File: config.mk
export PLATFORM = sky130hd
export DESIGN_NAME = rca_cell
export DESIGN_NICKNAME = d
export VERILOG_FILES = /design/src/hw/rtl/rca_pkg.sv /design/src/hw/rtl/rca_cell.sv
export SDC_FILE = /design/constraint.sdc
export NUM_CORES = 1
export LEC_CHECK = 0
export ABC_AREA = 1
export BUFFER_PORTS_ARGS = -buffer_cell sky130_fd_sc_hd__buf_2
export CAP_MARGIN = 0
export CORE_ASPECT_RATIO = 1.1
export CORE_UTILIZATION = 39
export DETAILED_ROUTE_END_ITERATION = 8
export GPL_ROUTABILITY_DRIVEN = 0
export PLACE_DENSITY = 0.91
export SETUP_SLACK_MARGIN = 0.1
export SLEW_MARGIN = 40
export SYNTH_ARGS = -nofsm -noshare
export SYNTH_HDL_FRONTEND = slang
export SYNTH_SLANG_ARGS = --single-unit
export TNS_END_PERCENT = 1
File: constraint.sdc
create_clock -name clk -period 2.1 [get_ports clk]
set_clock_uncertainty 0.2 [all_clocks]
set_input_delay 0.42 -clock clk [delete_from_list [all_inputs] [get_ports clk]]
set_output_delay 0.42 -clock clk [all_outputs]
set_load 0.01 [all_outputs]
File: src/hw/rtl/rca_pkg.sv
// Shared types and fixed constants for the radial chromatic aberration block.
// Depends on nothing; every other file of the block imports it.
`timescale 1ns / 1ps
`default_nettype none

package rca_pkg;

  localparam int PIX_W        = 8;
  localparam int CFG_W        = 13;
  localparam int CFG_IDX_W    = 1;
  localparam int MIN_WIDTH    = 16;
  localparam int WIDTH_RESET  = 1920;
  localparam int HEIGHT_RESET = 1080;

  localparam logic [CFG_IDX_W-1:0] REG_IMAGE_WIDTH  = 1'b0;
  localparam logic [CFG_IDX_W-1:0] REG_IMAGE_HEIGHT = 1'b1;

  typedef struct packed {
    logic [PIX_W-1:0] red;
    logic [PIX_W-1:0] green;
    logic [PIX_W-1:0] blue;
  } rca_pixel_t;

endpackage

`default_nettype wire

File: src/hw/rtl/rca_cell.sv
// One cell of the pixel window chain: holds a pixel, passes it on when a new
// pixel enters, and drives its channels onto the pick bus when selected.
// Depends on rca_pkg.
`timescale 1ns / 1ps
`default_nettype none

module rca_cell
  import rca_pkg::*;
#(
  parameter int IDX   = 0,
  parameter int OFS_W = 4
) (
  input  logic             clk,
  input  logic             shift_en,
  input  rca_pixel_t       pix_in,
  input  logic [OFS_W-1:0] sel_red,
  input  logic [OFS_W-1:0] sel_green,
  input  logic [OFS_W-1:0] sel_blue,
  output rca_pixel_t       pix_out,
  output rca_pixel_t       pick
);

  localparam logic [OFS_W-1:0] MY_OFS = OFS_W'(IDX);

  always_ff @(posedge clk) begin
    if (shift_en) begin
      pix_out <= pix_in;
    end
  end

  // drive zero when not selected so the top can OR all cells together
  always_comb begin
    pick.red   = (sel_red == MY_OFS) ? pix_out.red : '0;
    pick.green = (sel_green == MY_OFS) ? pix_out.green : '0;
    pick.blue  = (sel_blue == MY_OFS) ? pix_out.blue : '0;
  end

endmodule

`default_nettype wire

==> results of run 1 <==
## per-layer routing
layer	share of wire	wire, um
met1	0.35	770
met2	0.52	1140
met5	0	0
met3	0.097	210
met4	0.022	48
## cell usage after synthesis
library cell,count,share of area
edfxtp_1,24,0.76
nand2_2,3,0.020
inv_1,24,0.096
nor2_1,30,0.12
## how the worst min path moves through the flow
stage	start	slack, ps	endpoint
after floorplan	pix_in[0]	320	pix_out[0]$_DFFE_PP_
after global placement	pix_in[7]	400	pix_out[7]$_DFFE_PP_
after detailed placement	pix_in[7]	400	pix_out[7]$_DFFE_PP_
after CTS	pix_in[2]	70	pix_out[2]$_DFFE_PP_
after global routing	pix_in[0]	50	pix_out[0]$_DFFE_PP_
final	pix_in[2]	80	pix_out[2]$_DFFE_PP_
## cell families after synthesis
| group | count (synthesis) | synth area share |
|---|---|---|
| buffers and inverters | 24 | 0.0956 |
| AND/OR/NAND/NOR | 33 | 0.139 |
| flip-flops | 24 | 0.765 |
## layout make-up
cell class                 instances  area (um2)
timing repair buffer              85         425
tap                               30        37.5
clock buffer                       3        22.5
sequential                        24         721
fill                             179         847
inverter                          24        90.1
multi-input combinational         33         131
## metrics by stage
stage                     hold slack [ps]  power (mW)  instance area [um2]  worst slack [ps]
after floorplan                       319       0.644                  942               669
after global placement                397       0.725                 1410               431
after detailed placement              398       0.733                 1410               402
after CTS                            70.1       0.919                 1430               399
after global routing                 54.4       0.952                 1430               348
final                                82.6       0.907                 1430               415
## power by group through the flow
stage	Clock [mW]	Combinational (mW)	Sequential, mW
after floorplan	0	0.0260	0.617
after global placement	0	0.128	0.597
after detailed placement	0	0.135	0.598
after CTS	0.196	0.134	0.588
after global routing	0.213	0.146	0.592
final	0.187	0.133	0.588
==> metrics.txt, run 1 <==
CP max-delay cell nor2_1; WP depth 5; most frequent cells in the layout buf_2, nor2_1, inv_1, edfxtp_1; Sw Ratio 0.231; RSZ-0062 raised after global routing no; most flop-heavy register pix_out; GR Layer Usage met1 0.157; CP Data Arrival Time approximately 1100 ps; GRT busiest layer met2; Worst-path clk slew roughly 110 ps; CTS Sinks 24; CP required about 1500 ps; pwr dens 636 mW/mm2; Die X roughly 49 um; sum of buffers and inverters on the critical path 2; Min-Delay Path Class input pin to flip-flop; area delta synth->final 51.5%; H-tree Lvls 1; num rows 18; Initial Util 0.414; max reg flops 24; synthesized area per cell ~12 um2; First-pass DRT Iterations 4; final wirelength about 2.2 mm; CTS resizes 0; drt drc 0; clk root buf clkbuf_4; Core ar. around 0.0023 mm2; Slew @ Worst Pin around 500 ps; P_int around 0.70 mW; Comb power frac 0.147; max_cap viols 0; Post-Syn Area 942 um2; Layout Cells excl Fill slightly below 200; first-pass GRT wire length about 3.1 mm; commonest non-fill, non-tap cell in the layout buf_2; Critical Path End Type output pin; CP startpoint sel_blue[1]; Fmax achieved ~0.59 GHz; placed cell count between 150 and 200; Clock Power Share 0.206; Tcrit/Tclk final 0.802; top flop regs pix_out x24; Netlist cell types 4; synth warn 0; DIE AREA roughly 0.0026 mm2; CP max stage delay about 140 ps; outcome finished clean; pin count of the biggest net entering global routing 25; Hold Path Depth 1; # port buffers 85; Via Count between 800 and 900; critical-path cell list buf_2 > nor2_1 > nand2_2 > nor2_1 > buf_2; Worst Path Max Fanout 8; iteration-0 DRC count of the detailed router 15; NumNets Final approximately 210; sequential share of the synthesized area 0.765; antenna diode count 0; Tmin final around 1700 ps; #FFs+latches synth 24; Switch Pwr roughly 0.21 mW; CP Class input pin to output pin; met3 usage 0.0424; Sequential Power Share 0.648; GR Util All Layers 0.168; Max Slew Vio Count 0; antenna violations before repair 0; CTS tree yes; Crit path max-delay family simple AND/OR/NAND/NOR gates; Setup crit end pick[0]; Synthesized Nets between 100 and 150; dpl hpwl roughly 1.8 mm; setup_tns 0 ps; Setup crit start kind input pin; post-route ant nets 0; Clock Path Buffers 2; P_leak roughly 0.82 nW; Worst slew margin 0.659; # IOs between 80 and 90; total CTS buffers 3; Worst VDD drop roughly 0.5 mV; share of cells above drive strength 1 0.538; drt wl/cell ~11 um; final core occ 0.628; die height 53.6 um; met2 usage 0.326; vias in the first global route between 700 and 800; final hold violations 0; grt ovf 0; final setup vio count 0; Vias/cell between 4 and 5; cts hold-fix bufs 0; Syn Inst Count between 80 and 90; post-CTS setup buffer count 0
No activity file was read; power rests on OpenSTA's default activity.
==> run 2: changes to the inputs <==
--- a/config.mk
+++ b/config.mk
@@ -9,10 +9,10 @@
 export BUFFER_PORTS_ARGS = -buffer_cell sky130_fd_sc_hd__buf_2
 export CAP_MARGIN = 0
 export CORE_ASPECT_RATIO = 1.1
-export CORE_UTILIZATION = 39
+export CORE_UTILIZATION = 36
 export DETAILED_ROUTE_END_ITERATION = 8
 export GPL_ROUTABILITY_DRIVEN = 0
-export PLACE_DENSITY = 0.91
+export PLACE_DENSITY = 0.85
 export SETUP_SLACK_MARGIN = 0.1
 export SLEW_MARGIN = 40
 export SYNTH_ARGS = -nofsm -noshare
==> constraint.sdc (replaced) <==
create_clock -name clk -period 1.7 [get_ports clk]
set_clock_uncertainty 0.2 [all_clocks]
set_input_delay 0.34 -clock clk [delete_from_list [all_inputs] [get_ports clk]]
set_output_delay 0.34 -clock clk [all_outputs]
set_load 0.01 [all_outputs]
==> metrics.txt, run 2 (same netlist as run 1, synthesis figures left out) <==
outcome finished clean; First-pass DRT Iterations 4; Max Slew Vio Count 0; fill count ~180; Vias/cell 4.29; drt drc 0; die height 55.7 um; P_int 0.906 mW; Slew @ Worst Pin 172 ps; Worst-path clk slew 130 ps; Worst VDD drop between 0.6 and 0.7 mV; Worst Path Max Fanout 2; Sw Ratio 0.241; Tmin final 1590 ps; most frequent cells in the layout buf_2, nor2_1, inv_1, edfxtp_1, dlygate4sd3_1; Clock Path Buffers 2; min-delay src pix_in[12]; met2 usage 0.368; clk root buf clkbuf_4; top flop regs pix_out x24; Initial Util 0.377; final wirelength roughly 2.7 mm; Hold Slack ~24 ps; CP Data Arrival Time 1050 ps; antenna diode count 0; CTS Sinks 24; RSZ-0062 raised after global routing yes; sum of buffers and inverters on the critical path 2; Fmax achieved 0.629 GHz; GRT busiest layer met2; Sequential Power Share 0.608; DIE AREA 0.00283 mm2; # IOs 86; total CTS buffers 3; CP max-delay cell edfxtp_1; H-tree Lvls 1; setup_tns 0 ps; post-route ant nets 0; first-pass GRT wire length just under 4 mm; most flop-heavy register pix_out; max reg flops 24; drt wl/cell 12.1 um; commonest non-fill, non-tap cell in the layout buf_2; Clock Power Share 0.209; Setup crit start kind flip-flop; NumNets Final approximately 230; max_cap viols 0; Die X slightly above 50 um; Comb power frac 0.183; CP max stage delay between 300 and 400 ps; CP required ~1200 ps; Switch Pwr between 0.2 and 0.3 mW; # port buffers 85; CTS tree yes; Tcrit/Tclk final 0.935; Core ar. around 0.0025 mm2; dpl hpwl ~1.7 mm; vias in the first global route slightly above 900; pin count of the biggest net entering global routing 25; area delta synth->final 79.7%; Worst slew margin 0.885; iteration-0 DRC count of the detailed router 28; Via Count 969; grt ovf 0; Crit path max-delay family flip-flops; Critical Path End Type output pin; num rows 19; met3 usage 0.0710; GR Util All Layers 0.197; CP startpoint pix_out[6]$_DFFE_PP_; final setup vio count 0; share of cells above drive strength 1 0.482; pwr dens between 700 and 800 mW/mm2; final hold violations 0; critical-path cell list inv_1 > nor2_1 > buf_2; antenna violations before repair 0; CP Class flip-flop to output pin; GR Layer Usage met1 0.186; Min-Delay Path Class input pin to flip-flop; P_leak between 0.9 and 1 nW
run 2: final timing paths:
path	to	slack, ps	cells past startpoint
worst min-delay path	pix_out[12]$_DFFE_PP_	20	1
worst max-delay path	pick[6]	110	3
run 2: power by group through the flow:
stage,combinational (mW),sequential [mW],clock [mW]
after floorplan,0.0322,0.763,0
after global routing,0.235,0.732,0.273
after CTS,0.207,0.725,0.252
final,0.218,0.726,0.249
after global placement,0.164,0.738,0
after detailed placement,0.169,0.738,0
run 2: routing by layer:
layer	wire length, um	part of all wire
met5	0	0
met4	21	0.0077
met3	276	0.10
met2	1480	0.54
met1	966	0.35
run 2: area by class of cell:
class | count | area (um2) | share of cell area
Inverter | 24 | 90.1 | 0.0532
Clock buffer | 3 | 22.5 | 0.0133
Tap cell | 31 | 38.8 | 0.0229
Multi-Input combinational cell | 33 | 134 | 0.0791
Clock inverter | 1 | 3.75 | 0.00222
Timing Repair Buffer | 110 | 683 | 0.404
Sequential cell | 24 | 721 | 0.426
run 2: repair_timing:
| action | in CTS | in global routing |
|---|---|---|
| setup buffers | 0 | 1 |
| resized for setup | 0 | 1 |
| endpoints found under the hold margin | 21 | 2 |
| hold buffers | 21 | 2 |
| endpoints found under the setup margin | 0 | 7 |
run 2: metrics by stage:
stage | power [mW] | util | area, um2 | setup WS (ps) | cells
3_3_place_gp | 0.902 | 0.571 | 1430 | 233 | 198
4_1_cts | 1.18 | 0.666 | 1660 | 176 | 223
2_1_floorplan | 0.795 | - | 942 | 429 | 81
6_report | 1.19 | 0.678 | 1690 | 111 | 226
3_5_place_dp | 0.907 | 0.571 | 1430 | 214 | 198
5_1_grt | 1.24 | 0.678 | 1690 | 66.5 | 226
==> run 3: changes to the inputs <==
--- a/config.mk
+++ b/config.mk
@@ -5,9 +5,8 @@
 export SDC_FILE = /design/constraint.sdc
 export NUM_CORES = 1
 export LEC_CHECK = 0
-export ABC_AREA = 1
 export BUFFER_PORTS_ARGS = -buffer_cell sky130_fd_sc_hd__buf_2
-export CAP_MARGIN = 0
+export CAP_MARGIN = 30
 export CORE_ASPECT_RATIO = 1.1
 export CORE_UTILIZATION = 36
 export DETAILED_ROUTE_END_ITERATION = 8
==> metrics.txt, run 3 <==
outcome finished with violations; failing checks setup timing; Sequential Power Share 0.627; Core ar. roughly 0.0025 mm2; Worst slew margin 0.674; Tcrit/Tclk final 1.01; top cells by count, synth and2_1, edfxtp_1, nor4_4; Netlist cell types 3; # port buffers 85; area share of the largest cell type after synthesis 0.771; CP max stage delay roughly 400 ps; iteration-0 DRC count of the detailed router 6; GR Util All Layers 0.193; Sw Ratio 0.224; Die X between 50 and 60 um; dominant synthesized flop cell edfxtp_1; Synthesized Nets just under 90; H-tree Lvls 1; CP max-delay cell nor4_4; critical-path cell list buf_6 > nor4_4 > and2_1 > buf_2; GR Layer Usage met1 0.199; setup_tns -20.8 ps; Min-Delay Path Class input pin to flip-flop; die height 55.4 um; Max Slew Vio Count 0; drt wl/cell between 10 and 15 um; Comb power frac 0.173; Syn Inst Count ~50; num rows 19; drt drc 0; Critical Path End Type output pin; synthesized area per cell roughly 18 um2; CTS Sinks 24; #FFs+latches synth 24; Initial Util 0.378; max reg flops 24; most flop-heavy register pix_out; setup ws final -9.69 ps; Worst VDD drop between 0.5 and 0.6 mV; biggest area consumer among synthesized cells edfxtp_1; multi-input logic area between 200 and 250 um2; NumNets Final 200; Worst Path Max Fanout 8; CP Data Arrival Time between 1000 and 1500 ps; final wirelength 2.57 mm; Via Count between 800 and 900; commonest non-fill, non-tap cell in the layout buf_2; dominant cells by area after synthesis edfxtp_1, and2_1, nor4_4; Setup crit start kind input pin; total CTS buffers 3; DP Area around 0.0014 mm2; final setup vio count 4; Post-Syn Area ~930 um2; Switch Pwr around 0.26 mW; Fmax achieved between 0.5 and 0.6 GHz; met3 usage 0.0496; Clock Path Buffers 2; fill count about 180; CP Class input pin to output pin; P_leak 0.799 nW; clk root buf clkbuf_4; fin area roughly 0.0017 mm2; GRT busiest layer met2; vias in the first global route between 800 and 900; P_int 0.898 mW; min-delay src pix_in[16]; Vias/cell 4.42; # IOs 86; Crit path max-delay family simple AND/OR/NAND/NOR gates; Async SR Flop Fraction 0; Slew @ Worst Pin 489 ps; final hold violations 0; Hold Path Depth 1; Clock Power Share 0.200; sum of buffers and inverters on the critical path 2; met2 usage 0.356; synth warn 0; first-pass GRT wire length a little under 4 mm; top flop regs pix_out x24; RSZ-0062 raised after global routing yes; antenna diode count 0; CTS tree yes; DIE AREA 0.00280 mm2; Worst-path clk slew around 110 ps; pin count of the biggest net entering global routing 25; most frequent cells in the layout buf_2, edfxtp_1, and2_1; post-route ant nets 0; Sequential Area 721 um2; Worst Hold Path EP pix_out[16]$_DFFE_PP_; First-pass DRT Iterations 4; antenna violations before repair 0; CP required between 1000 and 1500 ps; dpl hpwl 1.67 mm; pwr dens approximately 700 mW/mm2; grt ovf 0; max_cap viols 0; share of cells above drive strength 1 0.584; EDFF count, synth 24; sequential share of the synthesized area 0.771; Tmin final ~1700 ps; area delta synth->final 77.4%
-- run 3: changes by cell type after synthesis, sizes merged --
cell / delta
nor2: -30
and2: +24
inv: -24
nand2: -3
nor4: +3
-- run 3: metal layers --
metal	part of all wire	up-vias
met2	0.53	61
met3	0.11	4
met4	0.014	0
met5	0	-
li1	-	404
met1	0.35	379
-- run 3: timing repair --
action,in CTS,in global routing
hold endpoints to repair,14,5
pin swaps,4,3
hold buffers,14,5
buffers inserted,1,0
gates resized for setup,4,2
endpoints found under the setup margin,24,24
-- run 3: kinds of logic after synthesis --
| logic type | count (synthesis) | share of synthesized area |
|---|---|---|
| simple gates | 27 | 0.229 |
| flops | 24 | 0.771 |
-- run 3: worst max-delay path by stage --
| stage | startpoint | endpoint | slack (ps) | cells past startpoint |
|---|---|---|---|---|
| global placement | sel_blue[1] | pick[1] | 30 | 4 |
| detailed placement | sel_blue[1] | pick[5] | -9 | 4 |
| CTS | sel_blue[2] | pick[5] | 9 | 4 |
| global route | sel_blue[0] | pick[3] | -80 | 4 |
| finish | sel_blue[0] | pick[0] | -10 | 4 |
| floorplan | sel_blue[1] | pick[0] | 280 | 2 |
-- run 3: per-stage QoR --
step | cells | worst slack (ps) | utilization | hold WS (ps) | total power, mW
finish | 192 | -9.69 | 0.671 | 17.2 | 1.16
global route | 192 | -76.0 | 0.671 | 1.17 | 1.21
CTS | 187 | 8.72 | 0.647 | 1.81 | 1.16
detailed placement | 168 | -9.47 | 0.569 | 318 | 0.895
global placement | 168 | 30.8 | 0.569 | 317 | 0.887
floorplan | 51 | 278 | - | 239 | 0.778
-- run 3: area by class of cell --
class                           count  share of cell area
Sequential cell                    24               0.435
Timing Repair Buffer              106               0.395
Multi-Input combinational cell     27               0.131
Tap cell                           31              0.0234
Clock buffer                        3              0.0136
Clock inverter                      1             0.00226
-- run 3: power by group through the flow --
stage          Sequential (mW)  Clock [mW]  Combinational (mW)
3_5_place_dp             0.737           0               0.158
6_report                 0.725       0.231               0.200
4_1_cts                  0.725       0.243               0.187
2_1_floorplan            0.760           0              0.0188
3_3_place_gp             0.735           0               0.153
5_1_grt                  0.731       0.264               0.214
